`config.mk`:
```
export PLATFORM = sky130hd
export DESIGN_NAME = iso2022jp_to_shift_jis_top
export DESIGN_NICKNAME = d
export VERILOG_FILES = /design/src/rtl/core/iso2sj_pkg.sv /design/src/rtl/core/iso2sj_decode.sv /design/src/rtl/core/iso2sj_obuf.sv /design/src/rtl/core/iso2022jp_to_shift_jis_top.sv
export SDC_FILE = /design/constraint.sdc
export NUM_CORES = 1
export LEC_CHECK = 0
export BUFFER_PORTS_ARGS = -buffer_cell sky130_fd_sc_hd__buf_4
export CORE_AREA = 2 2 163 133
export CTS_CLUSTER_SIZE = 30
export DETAILED_ROUTE_END_ITERATION = 6
export DIE_AREA = 0 0 165 135
export GPL_TIMING_DRIVEN = 0
export PLACE_DENSITY = 0.58
export SYNTH_ARGS = -nofsm -noshare
export SYNTH_HDL_FRONTEND = slang
export SYNTH_SLANG_ARGS = --single-unit
```
`constraint.sdc`:
```
create_clock -name clk -period 6.65 [get_ports clk]
set_input_delay 1.33 -clock clk [delete_from_list [all_inputs] [get_ports clk]]
set_output_delay 1.33 -clock clk [all_outputs]
set_load 0.05 [all_outputs]
```
`src/rtl/core/iso2sj_pkg.sv`:
```
`timescale 1ns / 1ps
// ----------------------------------------------------------------------------
// ISO-2022-JP to Shift-JIS converter package
// Character codes, mode codes, state and result types, JIS pair mapping.
// ----------------------------------------------------------------------------
package iso2sj_pkg;

  localparam logic [7:0] ESC_CHAR     = 8'h1B;
  localparam logic [7:0] LPAREN_CHAR  = 8'h28;
  localparam logic [7:0] RPAREN_CHAR  = 8'h29;
  localparam logic [7:0] DOLLAR_CHAR  = 8'h24;
  localparam logic [7:0] AT_CHAR      = 8'h40;
  localparam logic [7:0] B_CHAR       = 8'h42;
  localparam logic [7:0] I_CHAR       = 8'h49;
  localparam logic [7:0] J_CHAR       = 8'h4A;
  localparam logic [7:0] KANA_OFFSET  = 8'h80;
  localparam logic [7:0] JIS_LOW      = 8'h21;
  localparam logic [7:0] JIS_HIGH     = 8'h7E;

  localparam logic [1:0] MODE_ASCII   = 2'd0;
  localparam logic [1:0] MODE_KANA    = 2'd1;
  localparam logic [1:0] MODE_DOUBLE  = 2'd2;

  localparam logic [1:0] HELD_NONE    = 2'd0;
  localparam logic [1:0] HELD_ONE     = 2'd1;
  localparam logic [1:0] HELD_TWO     = 2'd2;

  typedef struct packed {
    logic [1:0] mode;
    logic [1:0] held_cnt;
    logic [7:0] h0;
    logic [7:0] h1;
    logic       pair;
  } cvt_state_t;

  typedef struct packed {
    logic [7:0] data;
    logic       bad;
  } res_t;

  typedef struct packed {
    logic [7:0] data;
    logic       bad;
    logic       last;
  } obuf_ent_t;

  typedef struct packed {
    logic       bad;
    logic [7:0] hi;
    logic [7:0] lo;
  } pair_t;

  function automatic pair_t jis_pair(input logic [7:0] hi, input logic [7:0] lo);
    pair_t      p;
    logic [8:0] hsum;
    logic [7:0] hi_o;
    logic [7:0] lo_o;
    hsum = {1'b0, hi} + 9'd1;
    hi_o = hsum[8:1] + 8'h70;
    if (hi_o >= 8'hA0) begin
      hi_o = hi_o + 8'h40;
    end
    if (hi[0]) begin
      lo_o = lo + ((lo >= 8'h60) ? 8'h20 : 8'h1F);
    end else begin
      lo_o = lo + 8'h7E;
    end
    p.bad = (hi < JIS_LOW) || (hi > JIS_HIGH) || (lo < JIS_LOW) || (lo > JIS_HIGH);
    p.hi  = p.bad ? 8'h00 : hi_o;
    p.lo  = p.bad ? 8'h00 : lo_o;
    return p;
  endfunction

endpackage

```
`src/rtl/core/iso2sj_decode.sv`:
```
`timescale 1ns / 1ps
// ----------------------------------------------------------------------------
// ISO-2022-JP to Shift-JIS decode step
// Escape matching, mode handling and pair mapping for one input item.
// ----------------------------------------------------------------------------
module iso2sj_decode
  import iso2sj_pkg::*;
(
  input  cvt_state_t       st,
  input  logic [7:0]       in_byte,
  input  logic             in_last,
  output cvt_state_t       st_nxt,
  output res_t [2:0]       res,
  output logic [1:0]       res_cnt
);

  logic       hc1, hc2, intro, match, dbl;
  logic [1:0] pre_n;
  logic       p_mid, hold_b, use_b;
  logic [1:0] new_mode;
  logic [7:0] slot [3];
  logic [2:0] slot_v;
  logic       p_run;
  logic [7:0] pend;
  logic [2:0] idx;
  res_t       tmp [6];
  pair_t      pr;

  assign hc1   = (st.held_cnt == HELD_ONE);
  assign hc2   = (st.held_cnt == HELD_TWO);
  assign dbl   = (st.mode == MODE_DOUBLE);
  assign intro = (in_byte == LPAREN_CHAR) || (in_byte == DOLLAR_CHAR) ||
                 (in_byte == RPAREN_CHAR);

  always_comb begin
    match    = 1'b0;
    new_mode = st.mode;
    if (hc2) begin
      if (st.h1 == LPAREN_CHAR && (in_byte == B_CHAR || in_byte == J_CHAR)) begin
        match    = 1'b1;
        new_mode = MODE_ASCII;
      end else if (st.h1 == LPAREN_CHAR && in_byte == I_CHAR) begin
        match    = 1'b1;
        new_mode = MODE_KANA;
      end else if (st.h1 == DOLLAR_CHAR && (in_byte == AT_CHAR || in_byte == B_CHAR)) begin
        match    = 1'b1;
        new_mode = MODE_DOUBLE;
      end else if (st.h1 == RPAREN_CHAR && in_byte == I_CHAR) begin
        match    = 1'b1;
        new_mode = MODE_ASCII;
      end
    end
  end

  always_comb begin
    if (hc1 && (!intro || in_last)) begin
      pre_n = 2'd1;
    end else if (hc2 && !match) begin
      pre_n = 2'd2;
    end else begin
      pre_n = 2'd0;
    end
  end

  assign p_mid  = st.pair ^ (dbl & pre_n[0]);
  assign hold_b = (in_byte == ESC_CHAR) && !p_mid;
  assign use_b  = !(hc1 && intro && !in_last) && !match && !(hold_b && !in_last);

  always_comb begin
    slot[0]   = (pre_n != 2'd0) ? st.h0 : in_byte;
    slot[1]   = (pre_n == 2'd2) ? st.h1 : in_byte;
    slot[2]   = in_byte;
    slot_v[0] = (pre_n != 2'd0) || use_b;
    slot_v[1] = (pre_n == 2'd2) || ((pre_n == 2'd1) && use_b);
    slot_v[2] = (pre_n == 2'd2) && use_b;
  end

  always_comb begin
    p_run = st.pair;
    pend  = st.h0;
    idx   = 3'd0;
    pr    = '0;
    for (int i = 0; i < 6; i++) begin
      tmp[i] = '0;
    end
    for (int i = 0; i < 3; i++) begin
      if (slot_v[i]) begin
        if (dbl) begin
          if (p_run) begin
            pr               = jis_pair(pend, slot[i]);
            tmp[idx]         = '{data: pr.hi, bad: pr.bad};
            tmp[idx + 3'd1]  = '{data: pr.lo, bad: pr.bad};
            idx              = idx + 3'd2;
            p_run            = 1'b0;
          end else begin
            pend  = slot[i];
            p_run = 1'b1;
          end
        end else begin
          tmp[idx] = '{data: (st.mode == MODE_KANA) ? slot[i] + KANA_OFFSET : slot[i],
                       bad: 1'b0};
          idx      = idx + 3'd1;
        end
      end
    end
  end

  assign res[0]  = tmp[0];
  assign res[1]  = tmp[1];
  assign res[2]  = tmp[2];
  assign res_cnt = (idx > 3'd3) ? 2'd3 : idx[1:0];

  always_comb begin
    st_nxt = st;
    if (in_last) begin
      st_nxt.mode     = MODE_ASCII;
      st_nxt.held_cnt = HELD_NONE;
      st_nxt.pair     = 1'b0;
    end else begin
      st_nxt.mode = new_mode;
      st_nxt.pair = p_run;
      st_nxt.h0   = hold_b ? in_byte : pend;
      if (hc1 && intro) begin
        st_nxt.held_cnt = HELD_TWO;
        st_nxt.h1       = in_byte;
      end else if (hold_b) begin
        st_nxt.held_cnt = HELD_ONE;
      end else begin
        st_nxt.held_cnt = HELD_NONE;
      end
    end
  end

endmodule

```
`src/rtl/core/iso2sj_obuf.sv`:
```
`timescale 1ns / 1ps
// ----------------------------------------------------------------------------
// ISO-2022-JP to Shift-JIS result buffer
// Three-entry result register, drained one item per cycle while out_tready is high.
// ----------------------------------------------------------------------------
module iso2sj_obuf
  import iso2sj_pkg::*;
(
  input  logic       clk,
  input  logic       rst_n,
  input  logic       load,
  input  res_t [2:0] res,
  input  logic [1:0] res_cnt,
  output logic       can_load,
  output logic       out_tvalid,
  input  logic       out_tready,
  output logic [7:0] out_tdata,
  output logic       out_tuser,
  output logic       out_tlast
);

  obuf_ent_t ent_r [3];
  obuf_ent_t ent_nxt [3];
  logic [1:0] cnt_r, cnt_nxt;
  logic       pop;

  assign pop        = (cnt_r != 2'd0) && out_tready;
  assign can_load   = (cnt_r == 2'd0) || ((cnt_r == 2'd1) && out_tready);
  assign out_tvalid = (cnt_r != 2'd0);
  assign out_tdata  = ent_r[0].data;
  assign out_tuser  = ent_r[0].bad;
  assign out_tlast  = ent_r[0].last;

  always_comb begin
    cnt_nxt = cnt_r;
    for (int i = 0; i < 3; i++) begin
      ent_nxt[i] = ent_r[i];
    end
    if (load) begin
      cnt_nxt = res_cnt;
      for (int i = 0; i < 3; i++) begin
        ent_nxt[i] = '{data: res[i].data, bad: res[i].bad,
                       last: (2'(i) == res_cnt - 2'd1)};
      end
    end else if (pop) begin
      cnt_nxt    = cnt_r - 2'd1;
      ent_nxt[0] = ent_r[1];
      ent_nxt[1] = ent_r[2];
    end
  end

  always_ff @(posedge clk) begin
    if (!rst_n) begin
      cnt_r <= 2'd0;
    end else begin
      cnt_r <= cnt_nxt;
    end
  end

  always_ff @(posedge clk) begin
    for (int i = 0; i < 3; i++) begin
      ent_r[i] <= ent_nxt[i];
    end
  end

endmodule

```
`src/rtl/core/iso2022jp_to_shift_jis_top.sv`:
```
`timescale 1ns / 1ps
// ----------------------------------------------------------------------------
// ISO-2022-JP to Shift-JIS converter
// Strips escapes, shifts katakana and maps JIS X 0208 pairs to Shift-JIS.
// ----------------------------------------------------------------------------
// channel | dir | tdata            | tuser     | tlast
// in_     | in  | [7:0] in_byte    | -         | in_last
// out_    | out | [7:0] out_byte   | bad_pair  | out_last
//
// One input item is decoded in the cycle it is accepted; its 0 to 3 results
// land in a three-entry result register and leave one per cycle while
// out_tready is high. An item giving at most one result sustains one item per
// cycle with out_tready high; more results stall the input while the buffer drains.
// Synchronous active-low reset returns to ASCII mode with nothing held.
// ----------------------------------------------------------------------------
module iso2022jp_to_shift_jis_top
  import iso2sj_pkg::*;
(
  input  logic       clk,
  input  logic       rst_n,
  input  logic       in_tvalid,
  output logic       in_tready,
  input  logic [7:0] in_tdata,   // [7:0] in_byte
  input  logic       in_tlast,
  output logic       out_tvalid,
  input  logic       out_tready,
  output logic [7:0] out_tdata,  // [7:0] out_byte
  output logic       out_tuser,  // [0] bad_pair
  output logic       out_tlast
);

  logic [1:0] mode_r, held_cnt_r;
  logic       pair_r;
  logic [7:0] h0_r, h1_r;
  cvt_state_t st, st_nxt;
  res_t [2:0] res;
  logic [1:0] res_cnt;
  logic       can_load, in_fire;

  assign st        = '{mode: mode_r, held_cnt: held_cnt_r, h0: h0_r, h1: h1_r, pair: pair_r};
  assign in_tready = can_load;
  assign in_fire   = in_tvalid && can_load;

  iso2sj_decode u_decode (
    .st      (st),
    .in_byte (in_tdata),
    .in_last (in_tlast),
    .st_nxt  (st_nxt),
    .res     (res),
    .res_cnt (res_cnt)
  );

  iso2sj_obuf u_obuf (
    .clk        (clk),
    .rst_n      (rst_n),
    .load       (in_fire),
    .res        (res),
    .res_cnt    (res_cnt),
    .can_load   (can_load),
    .out_tvalid (out_tvalid),
    .out_tready (out_tready),
    .out_tdata  (out_tdata),
    .out_tuser  (out_tuser),
    .out_tlast  (out_tlast)
  );

  always_ff @(posedge clk) begin
    if (!rst_n) begin
      mode_r     <= MODE_ASCII;
      held_cnt_r <= HELD_NONE;
      pair_r     <= 1'b0;
    end else if (in_fire) begin
      mode_r     <= st_nxt.mode;
      held_cnt_r <= st_nxt.held_cnt;
      pair_r     <= st_nxt.pair;
    end
  end

  always_ff @(posedge clk) begin
    if (in_fire) begin
      h0_r <= st_nxt.h0;
      h1_r <= st_nxt.h1;
    end
  end

`ifndef SYNTHESIS
  a_last_resets: assert property (@(posedge clk) disable iff (!rst_n)
    in_fire && in_tlast |=> mode_r == MODE_ASCII && held_cnt_r == HELD_NONE && !pair_r)
    else $error("state not cleared after last item");

  a_pair_boundary: assert property (@(posedge clk) disable iff (!rst_n)
    !(pair_r && held_cnt_r != HELD_NONE))
    else $error("escape held while a pair byte is pending");

  a_pair_mode: assert property (@(posedge clk) disable iff (!rst_n)
    pair_r |-> mode_r == MODE_DOUBLE)
    else $error("pair byte pending outside double-byte mode");

  a_bad_zero: assert property (@(posedge clk) disable iff (!rst_n)
    out_tvalid && out_tuser |-> out_tdata == 8'h00)
    else $error("bad pair item carries non-zero data");
`endif

endmodule

```
==> impl_results.md, run 1 <==
* Clock-pin slew on the worst setup and hold paths at 0.07 ns
* Die Y-Extent at 135 um
* Fin area at 0.00887 mm^2
* Vias at 8,861
* Grt ovf at 0
* First-pass DRT Iterations at 7
* Setup CP Type: in2reg
* Post-Place Cell Area at 0.00864 mm^2
* Min cycle time layout at 6.42 ns
* IO Count at 25
* N_diodes at 0
* Drc violations at 1
* Hold_ws at 0.523 ns
* Worst Path Required at 6.70 ns
* Post-layout util at 43.2%
* First-pass GRT wire length at 52,200 um
* PnR worst setup slack at 0.234 ns
* Fin nets at 1,162
* Net Switching at 0.000533 W
* Htree depth at 2
* Hold endpoint: u_obuf.ent_r[0][0]
* Wirelength per Cell at 25.9 um
* R2R cell count at 23
* Initial Util at 39.6%
* Via-to-Cell Ratio at 6.53
* RSZ-0062 raised after global routing: false
* CTS tree: yes
* Reg2Reg Capture Point: u_obuf.ent_r[0][29]
* Port Buf Inserts at 24
* Failing checks: DRC
* Sequential fraction of the synthesis area at 18.7%
* Root Driver: clkbuf_16
* Mean Syn Cell Area at 7.69 um^2
* Detail Route Antenna Nets at 0
* Final HPWL DP at 27,500 um
* Final Max Slew Viols at 0
* Synthesized area at 0.00812 mm^2
* Final hold vios at 0
* HP Start: u_obuf.ent_r[0][10]
* Number of setup violations in the final report at 0
* CTS Buffer Depth at 2
* P_leak at 3.40 nW
* Worst setup SP type: input port
* Achievable clock frequency at 156 MHz
* Die area at 0.0223 mm^2
* Top_reg_cell synth: edfxtp_1
* Clock Skews at 0.00746 ns
* Routability congestion estimate at 1.01
* Antenna violations before repair at 0
* Max transition margin at 8.36%
* Drt total wl at 35,100 um
* Tot GR Track Use at 31.8%
* Share of the synthesized area in the top cell type at 17.0%
* Number of distinct library cells after synthesis at 97
* Core area at 0.0205 mm^2
* Cells after Synth at 1,056
* Status: finished with violations
* Flop-to-flop setup slack at 0.40 ns
* Clock Sink Count at 53
* Pre-CTS setup slack at -0.276 ns
* Asr flop ratio synth at 0%
* Clock latency on the worst-skew pair at 0.31 ns
* Combinational power share at 43.8%
* Hold WC Path Type: reg2reg
* Count leader, synth: nand2_1
* Sw Share at 40.4%
* Synth-to-Final Area Change at 9.21%
* Setup_tns at 0 ns
* Largest net degree at the start of global routing at 25
* Arr. time, crit path at 6.47 ns
* Clock power frac at 23.6%
* Number of fill cells in the layout at 2,114
* Internal power at 0.000785 W
* Vias in the first global route at 8,095
* MaxCap Viol Count at 0
* Die width at 165 um
* Final Cycle Share at 96.5%
* Row count at 47
* Reg2Reg Launch Point: mode_r[0]
* 1st-iter DRT viols at 1,329
* Pwr/cell area at 149 mW/mm^2
* Crit path max fanout at 10
* CTS Buf Count at 5
* Synth Net Count at 1,130
* Syn. warnings at 0
* Yosys reg bits at 53
* Worst vdd rail ir drop at 103 uV
* Top post-synthesis cells by area: edfxtp_1 17%, ha_1 8.9%, a21oi_1 5.5%
* Top cells by count, synth: 99 x nand2_1, 97 x nor2_1, 89 x a21oi_1
* Post-synth top area cell: edfxtp_1
* CP Capture Type: flop
* Fraction of power consumed by sequential logic at 32.6%
* WHS Path Cells at 2
* Post-synth EDFFs at 46
* Share of cells above drive strength 1 at 12.1%
* Worst slew pin tran at 1.37 ns
==> cells by family after synthesis <==
family	after synthesis	synth area share, %
AND/OR/NAND/NOR	373	23.8
AO/OA/AOI/OAI	327	27.8
buffers and inverters	139	7.58
adder cells (fa/ha/maj)	61	9.68
flip-flops	53	18.7
multiplexers	52	6.92
XOR/XNOR	51	5.50
==> stage by stage <==
stage               power (W)  std cells
global placement     0.000990       1349
global route          0.00138       1357
detailed placement   0.000992       1349
finish                0.00132       1357
CTS                   0.00130       1356
floorplan            0.000820       1056
==> final cells by class <==
type	instances	area, um^2	area share [%]
clock buffer	5	125	1.41
sequential	53	1520	17.2
tap	269	337	3.79
timing repair buffer	26	195	2.20
clock inverter	2	35.0	0.395
buffer	75	378	4.26
inverter	63	236	2.67
multi-input combinational	864	6040	68.1
==> power by group through the flow <==
stage	sequential, W	clock, W	combinational (W)
6_report	0.000429	0.000311	0.000577
5_1_grt	0.000433	0.000327	0.000624
4_1_cts	0.000429	0.000317	0.000559
3_5_place_dp	0.000437	0	0.000555
3_3_place_gp	0.000435	0	0.000555
2_1_floorplan	0.000443	0	0.000377
==> layer usage <==
metal | track usage [%] | wire, um | vias to the layer above
met5 | 0 | 0 | -
met4 | 11.0 | 1190 | 0
met3 | 6.63 | 4040 | 81
met2 | 44.6 | 14100 | 591
met1 | 47.6 | 15800 | 4177
li1 | - | - | 4012
==> layout by cell type (no fill, tap or decap), types with 11 or more instances in the layout <==
cell      instances
o31ai_1          11
mux2i_1          33
o21ai_1          11
xnor2_1          34
nor4_1           11
inv_1            53
nor2b_1          14
xor2_1           15
a21oi_1          89
edfxtp_1         46
nor3_1           21
nand2_1          99
a211oi_1         11
a22oi_1          17
nor2_1           97
ha_1             58
o22ai_1          23
clkbuf_1         38
buf_4            38
mux2_2           15
o21ai_0          42
nand3_1          47
a31oi_1          11
buf_2            15
nand4_1          12
==> worst max-delay path by stage <==
stage                startpoint                 end  slack, ns  depth (start not counted)
floorplan           in_tdata[2]  u_obuf.ent_r[0][8]       1.10                         23
global placement      mode_r[0]  u_obuf.ent_r[0][9]      -0.26                         24
detailed placement    mode_r[0]  u_obuf.ent_r[0][9]      -0.28                         24
CTS                   mode_r[0]  u_obuf.ent_r[0][9]       0.10                         24
global route        in_tdata[2]  u_obuf.ent_r[0][8]       0.01                         25
finish              in_tdata[2]  u_obuf.ent_r[0][8]       0.23                         25
==> state kept, by name (all words and copies together) (netlist names) <==
signal	flops
h1_r	8
u_obuf.cnt_r	2
h0_r	8
held_cnt_r	2
mode_r	2
u_obuf.ent_r	30
pair_r	1
==> critical path, cell delays in order <==
cell and delay [ns]:
buf_4 0.13, buf_2 0.19, nand4bb_4 0.31, o311ai_4 0.28, buf_4 0.21, mux2_2 0.36, clkbuf_1 0.25, ha_1 0.34
inv_1 0.22, o21ai_0 0.12, and2_1 0.19, o22ai_2 0.21, inv_1 0.08, ha_1 0.23, xor2_2 0.28, inv_1 0.08
ha_1 0.21, a21oi_1 0.20, a21boi_0 0.25, a22oi_2 0.15, xnor2_2 0.23, nor3_1 0.07, o31a_1 0.32, a21oi_1 0.12
a21oi_1 0.11
==> repair_timing <==
action | in CTS | in global routing
pin swaps | 0 | 1
hold buffers | 0 | 0
resized for setup | 2 | 12
endpoints found under the setup margin | 3 | 6
setup buffers | 0 | 2
Note: power is estimated with default switching activity, not from simulation.
==> run 2, diff against run 1 <==
--- a/config.mk
+++ b/config.mk
@@ -11,7 +11,7 @@
 export DETAILED_ROUTE_END_ITERATION = 6
 export DIE_AREA = 0 0 165 135
 export GPL_TIMING_DRIVEN = 0
-export PLACE_DENSITY = 0.58
+export SETUP_SLACK_MARGIN = 0.05
 export SYNTH_ARGS = -nofsm -noshare
 export SYNTH_HDL_FRONTEND = slang
 export SYNTH_SLANG_ARGS = --single-unit
==> constraint.sdc (replaced) <==
create_clock -name clk -period 6 [get_ports clk]
set_input_delay 1.2 -clock clk [delete_from_list [all_inputs] [get_ports clk]]
set_output_delay 1.2 -clock clk [all_outputs]
set_load 0.05 [all_outputs]
==> run 2 against run 1 <==
Count of clock-buffer cells in the layout stayed put. Power is 12% higher. Clock skew is 0.0057 ns higher. Via count is 1.5% higher. Design area is 1.8% higher. Flip-flop and latch count stayed put. Critical endpoint unchanged. Final cell count is 0.29% higher. The flow now finishes without violations.
==> impl_results.md, run 2 (same netlist as run 1, synthesis figures left out) <==
* Reg with most FFs: u_obuf.ent_r
* Fraction of power consumed by sequential logic at 32.2%
* Clock power frac at 23.6%
* Number of fill cells in the layout at 2,069
* Clock Sink Count at 53
* Final HPWL DP at 26,800 um
* R2R cell count at 24
* Sw Share at 40.7%
* Worst vdd rail ir drop at 175 uV
* Tot GR Track Use at 30.7%
* Final hold vios at 0
* Arr. time, crit path at 5.98 ns
* CP Capture Type: flop
* First-pass GRT wire length at 50,800 um
* Largest register FFs at 30
* Final Cycle Share at 97.4%
* Pwr/cell area at 164 mW/mm^2
* P_leak at 3.42 nW
* Commonest non-fill, non-tap cell in the layout: nand2_1
* Grt ovf at 0
* Net Switching at 0.000602 W
* Max transition margin at 21.6%
* Hold endpoint: u_obuf.ent_r[0][10]
* Worst Path Required at 6.13 ns
* CTS Buffer Depth at 2
* CTS tree: yes
* First-pass DRT Iterations at 7
* Largest net degree at the start of global routing at 25
* CTS Hold Bufs at 0
* Setup CP Type: in2reg
* Achievable clock frequency at 171 MHz
* Clock-pin slew on the worst setup and hold paths at 0.08 ns
* Fin nets at 1,165
* Wirelength per Cell at 25.0 um
* Pre-CTS setup slack at -1.05 ns
* 1st-iter DRT viols at 1,427
* Routability congestion estimate at 1.00
* IO Count at 25
* Vias at 8,990
* Die Y-Extent at 135 um
* Hold WC Path Type: reg2reg
* Die width at 165 um
* Initial Util at 39.6%
* HP Start: u_obuf.ent_r[0][20]
* Drc violations at 0
* Row count at 47
* Die area at 0.0223 mm^2
* Synth-to-Final Area Change at 11.1%
* Drt total wl at 34,000 um
* Reg2Reg Launch Point: mode_r[1]
* MaxCap Viol Count at 0
* CTS Buf Count at 5
* N_diodes at 0
* Via-to-Cell Ratio at 6.61
* Vias in the first global route at 8,119
* Internal power at 0.000877 W
* WHS Path Cells at 2
* Pwr Total at 0.00148 W
* Most frequent cells in the layout: 98 x nand2_1, 97 x nor2_1, 84 x a21oi_1
* Min cycle time layout at 5.85 ns
* Crit path max fanout at 10
* Core area at 0.0205 mm^2
* Final Max Slew Viols at 0
* Htree depth at 2
* Status: completed
* Biggest registers after layout: u_obuf.ent_r: 30 flops, h0_r: 8 flops, h1_r: 8 flops
* CP peak stage delay at 0.51 ns
* Detail Route Antenna Nets at 0
* Root Driver: clkbuf_16
* Reg2Reg Capture Point: u_obuf.ent_r[0][8]
* RSZ-0062 raised after global routing: true
* Slowest CP cell: mux2i_2
* CP cell instances: buf_4, buf_2, buf_1, nand3_1, nor2_1, xnor2_1, nand2_1, o21ai_1, inv_2, mux2i_2, ha_1, xor2_1, xnor2_2, inv_1, ha_1, a21oi_1, o31ai_4, xnor2_1, nand2_1, a21oi_1
* Share of cells above drive strength 1 at 14.6%
* Post-layout util at 44.0%
* Worst slew pin tran at 1.14 ns
* PnR worst setup slack at 0.153 ns
* Clock latency on the worst-skew pair at 0.32 ns
* Clock Skews at 0.0132 ns
* Worst setup SP type: input port
* Antenna violations before repair at 0
* Combinational power share at 44.3%
* Number of setup violations in the final report at 0
* Port Buf Inserts at 24
* Flop-to-flop setup slack at 0.30 ns
==> run 2: cell count changes in the layout (fill, tap and decap cells not counted), moves of 2 or more <==
| cell | before | now |
|---|---|---|
| mux2i_2 | 0 | 4 |
| mux2i_1 | 33 | 29 |
| nor4_2 | 0 | 2 |
| ha_1 | 58 | 56 |
| buf_4 | 38 | 42 |
| a21boi_2 | 0 | 2 |
| a21oi_1 | 89 | 84 |
| a211oi_1 | 11 | 9 |
| a21oi_2 | 0 | 5 |
| nor4_1 | 11 | 9 |
| clkbuf_1 | 38 | 35 |
==> run 2: layout make-up <==
class	count	area (um^2)	share of cell area, %
plain buffers	74	379	4.20
clock inverters	3	41.3	0.457
repair buffers	30	225	2.50
multi-input cells	864	6160	68.2
flip-flops and latches	53	1520	16.9
inverters	63	236	2.62
clock buffers	5	125	1.39
well taps	269	337	3.73
==> run 2: power groups by stage <==
stage | clock (W) | sequential, W | combinational (W)
after CTS | 0.000348 | 0.000476 | 0.000624
after global placement | 0 | 0.000483 | 0.000615
after floorplan | 0 | 0.000491 | 0.000418
after global routing | 0.000362 | 0.000480 | 0.000703
final | 0.000348 | 0.000476 | 0.000655
after detailed placement | 0 | 0.000484 | 0.000616
==> run 2: what timing repair did <==
item	in CTS	in global routing
resized for setup	13	36
hold endpoints to repair	0	0
setup endpoints to repair	8	17
buffers inserted	3	3
pin swaps	2	3
==> run 2: worst max-delay path by stage <==
stage / startpoint / to / cells past startpoint
6_report: in_tdata[2] / u_obuf.ent_r[0][8] / 20
5_1_grt: in_tdata[2] / u_obuf.ent_r[0][12] / 20
4_1_cts: in_tdata[4] / u_obuf.ent_r[0][9] / 20
3_5_place_dp: mode_r[0] / u_obuf.ent_r[0][9] / 24
3_3_place_gp: mode_r[0] / u_obuf.ent_r[0][9] / 24
2_1_floorplan: in_tdata[2] / u_obuf.ent_r[0][8] / 23
==> run 2: stage by stage <==
stage                     std cells  area, um^2  hold slack [ns]  TNS (ns)
after floorplan                1056        8120            0.484         0
after global placement         1349        8640            0.506     -5.69
after detailed placement       1349        8640            0.503     -5.51
after CTS                      1359        8880            0.525         0
after global routing           1361        9030            0.547         0
final                          1361        9030            0.528         0
==> run 2: worst max-delay path, delay by kind of cell <==
kind	cells	cell delay (ns)
xor gates and xnor gates	4	0.97
and+or+nand+nor	4	0.85
buffers and inverters	5	1.00
AOI/OAI and AO/OA	4	0.96
adders and majority gates	2	0.46
muxes	1	0.51
==> run 2: routing by layer <==
layer | up-vias | track usage [%] | routed length, um | share of wire, %
met3 | 84 | 6.97 | 4180 | 12
met2 | 616 | 41.7 | 13300 | 39
met5 | - | 0 | 0 | 0
li1 | 4010 | - | - | -
met1 | 4280 | 46.3 | 15200 | 45
met4 | 0 | 11.5 | 1330 | 3.9
==> run 3, diff against run 2 <==
--- a/config.mk
+++ b/config.mk
@@ -6,12 +6,13 @@
 export NUM_CORES = 1
 export LEC_CHECK = 0
 export BUFFER_PORTS_ARGS = -buffer_cell sky130_fd_sc_hd__buf_4
-export CORE_AREA = 2 2 163 133
+export CORE_AREA = 2 2 164 134
 export CTS_CLUSTER_SIZE = 30
 export DETAILED_ROUTE_END_ITERATION = 6
-export DIE_AREA = 0 0 165 135
+export DIE_AREA = 0 0 166 136
 export GPL_TIMING_DRIVEN = 0
 export SETUP_SLACK_MARGIN = 0.05
 export SYNTH_ARGS = -nofsm -noshare
 export SYNTH_HDL_FRONTEND = slang
+export SYNTH_HIERARCHICAL = 1
 export SYNTH_SLANG_ARGS = --single-unit
==> run 3 against run 2 <==
The run now ends with setup timing left. Via count is 0.22% higher. Design area increased by 7.4%. Combinational power is 33% higher. Flip-flop and latch count did not move. Register-to-register slack lost 1.4 ns. Clock skew fell by 0.0037 ns. Critical path type unchanged. Critical endpoint is now u_obuf/ent_r[0][19]. Largest cell class unchanged.
==> impl_results.md, run 3 <==
* Clock latency on the worst-skew pair at 0.31 ns
* Arr. time, crit path at 7.35 ns
* Net Switching at 0.000732 W
* Fraction of power consumed by sequential logic at 30.2%
* Drt total wl at 36,000 um
* Pwr/cell area at 173 mW/mm^2
* Hold WC Path Type: reg2reg
* Root Driver: clkbuf_16
* Antenna violations before repair at 0
* Clock power frac at 18.1%
* Row count at 48
* Htree depth at 2
* Routability congestion estimate at 1.03
* 1st-iter DRT viols at 1,212
* Post-layout util at 46.0%
* IO Count at 25
* Reg with most FFs: u_obuf/ent_r
* Final HPWL DP at 27,700 um
* Largest net degree at the start of global routing at 35
* Worst slew pin tran at 1.17 ns
* Vias in the first global route at 8,372
* Detail Route Antenna Nets at 0
* First-pass GRT wire length at 53,200 um
* Die area at 0.0226 mm^2
* Setup CP Type: in2reg
* Slowest CP cell: or4_4
* First-pass DRT Iterations at 5
* RSZ-0062 raised after global routing: true
* Number of distinct library cells after synthesis at 108
* Setup_tns at -6.81 ns
* Clock Sink Count at 53
* MaxCap Viol Count at 0
* Top cells by count, synth: 100 x nand2_1, 93 x nor2_1, 71 x a21oi_1
* Syn. warnings at 6
* Max transition margin at 19.7%
* PnR worst setup slack at -1.29 ns
* Sequential fraction of the synthesis area at 18.5%
* N_diodes at 0
* Delay-heaviest family, CP: simple AND/OR/NAND/NOR gates
* Initial Util at 39.0%
* CTS Buffer Depth at 2
* Biggest registers after layout: u_obuf/ent_r: 30 flops, h0_r: 8 flops, h1_r: 8 flops
* Share of the synthesized area in the top cell type at 16.8%
* Final Max Slew Viols at 0
* Yosys reg bits at 53
* Combinational power share at 51.7%
* CTS Buf Count at 5
* Fin nets at 1,190
* Top post-synthesis cells by area: edfxtp_1 17%, ha_1 8.7%, nand2_1 4.6%
* Cells after Synth at 1,060
* Vias at 9,010
* Tot GR Track Use at 31.1%
* Worst vdd rail ir drop at 129 uV
* Sw Share at 43.6%
* Final Cycle Share at 122%
* Die Y-Extent at 136 um
* Most frequent cells in the layout: 94 x nand2_1, 89 x nor2_1, 67 x buf_4
* CP peak stage delay at 0.55 ns
* Status: finished with violations
* Post-synth top area cell: edfxtp_1
* Number of setup violations in the final report at 7
* Clock Skews at 0.00950 ns
* P_leak at 3.72 nW
* Die width at 166 um
* Core area at 0.0211 mm^2
* Asr flop ratio synth at 0%
* Count leader, synth: nand2_1
* Grt ovf at 0
* Post-synth EDFFs at 46
* Synthesized area at 0.00822 mm^2
* CP Capture Type: flop
* Worst setup SP type: input port
* Wirelength per Cell at 25.8 um
* Crit path max fanout at 5
* Largest register FFs at 30
* Top_reg_cell synth: edfxtp_1
* Share of cells above drive strength 1 at 21.7%
* Achievable clock frequency at 137 MHz
* Failing checks: setup timing
* Drc violations at 0
* Internal power at 0.000947 W
* Synth-to-Final Area Change at 17.9%
* Mean Syn Cell Area at 7.76 um^2
* Min cycle time layout at 7.29 ns
* CTS tree: yes
* Port Buf Inserts at 24
* Clock-pin slew on the worst setup and hold paths at 0.08 ns
* Final hold vios at 0
* Commonest non-fill, non-tap cell in the layout: nand2_1
* Synth Net Count at 1,133
* Via-to-Cell Ratio at 6.47
* Most Frequent Cell on Critical Path: ha_4
* Worst Path Required at 6.06 ns
* Crit path buf inv count at 5
-- run 3: cell types whose count changed after synthesis, moves of 11 or more --
| cell | before | now |
|---|---|---|
| nor3_1 | 21 | 33 |
| nand3_1 | 47 | 19 |
| mux2_2 | 15 | 27 |
| and2_1 | 4 | 15 |
| o22ai_1 | 25 | 13 |
| a21oi_1 | 89 | 71 |
| a22oi_1 | 18 | 6 |
-- run 3: power by group through the flow --
| stage | Sequential (W) | Clock (W) | Combinational, W |
|---|---|---|---|
| floorplan | 0.000509 | 0 | 0.000550 |
| global placement | 0.000511 | 0 | 0.000789 |
| detailed placement | 0.000513 | 0 | 0.000789 |
| CTS | 0.000506 | 0.000312 | 0.000832 |
| global route | 0.000513 | 0.000326 | 0.000920 |
| finish | 0.000507 | 0.000304 | 0.000869 |
-- run 3: area by class of cell --
type | count | area, um^2
timing repair buffer | 59 | 470
sequential | 53 | 1520
clock inverter | 3 | 17.5
buffer | 64 | 389
multi-input combinational | 870 | 6580
clock buffer | 5 | 125
fill | 2144 | 11400
inverter | 64 | 245
tap | 275 | 344
-- run 3: logic make-up after synthesis --
logic type / Yosys count / synth area share [%]
AOI/OAI and AO/OA: 314 / 27.4
xor gates and xnor gates: 54 / 5.84
adders and majority gates: 60 / 9.40
buffers and inverters: 137 / 7.52
DFF: 53 / 18.5
muxes: 52 / 6.74
and+or+nand+nor: 390 / 24.6
-- run 3: metrics by stage --
stage | worst slack, ns | power [W] | hold WS, ns | area [um^2] | std cells
floorplan | -1.02 | 0.00106 | 0.469 | 8350 | 1060
global placement | -2.52 | 0.00130 | 0.508 | 8880 | 1359
detailed placement | -2.47 | 0.00130 | 0.511 | 8880 | 1359
CTS | -1.24 | 0.00165 | 0.522 | 9490 | 1392
global route | -1.49 | 0.00176 | 0.540 | 9700 | 1393
finish | -1.29 | 0.00168 | 0.521 | 9700 | 1393
-- run 3: worst min-delay path: cells and delay by family, from the launching register on --
family | cells | cell delay [ns]
AOI/OAI and AO/OA | 1 | 0.05
DFF | 1 | 0.35
and+or+nand+nor | 1 | 0.08
-- run 3: timing repair --
item                       CTS  global route
cloned                       0             0
pin swaps                   25            21
hold buffers                 0             0
setup buffers               29             6
gates resized for setup     59            49
setup endpoints to repair   32            24
-- run 3: final timing paths --
check	from	endpoint	slack (ns)	cells past startpoint
setup / recovery	in_tdata[7]	u_obuf/ent_r[0][19]	-1.29	33
hold / removal	held_cnt_r[0]	held_cnt_r[0]	0.52	2
setup reg to reg	mode_r[1]	u_obuf/ent_r[0][9]	-1.05	28
hold reg to reg	held_cnt_r[0]	held_cnt_r[0]	0.52	2
-- run 3: layer usage --
layer	part of all wire (%)	routed length (um)	GRT usage (%)	vias up
met2	41	14700	45.2	564
li1	-	-	-	4026
met4	3.9	1400	11.4	0
met1	44	15700	44.7	4311
met5	0	0	0	-
met3	12	4210	7.22	109
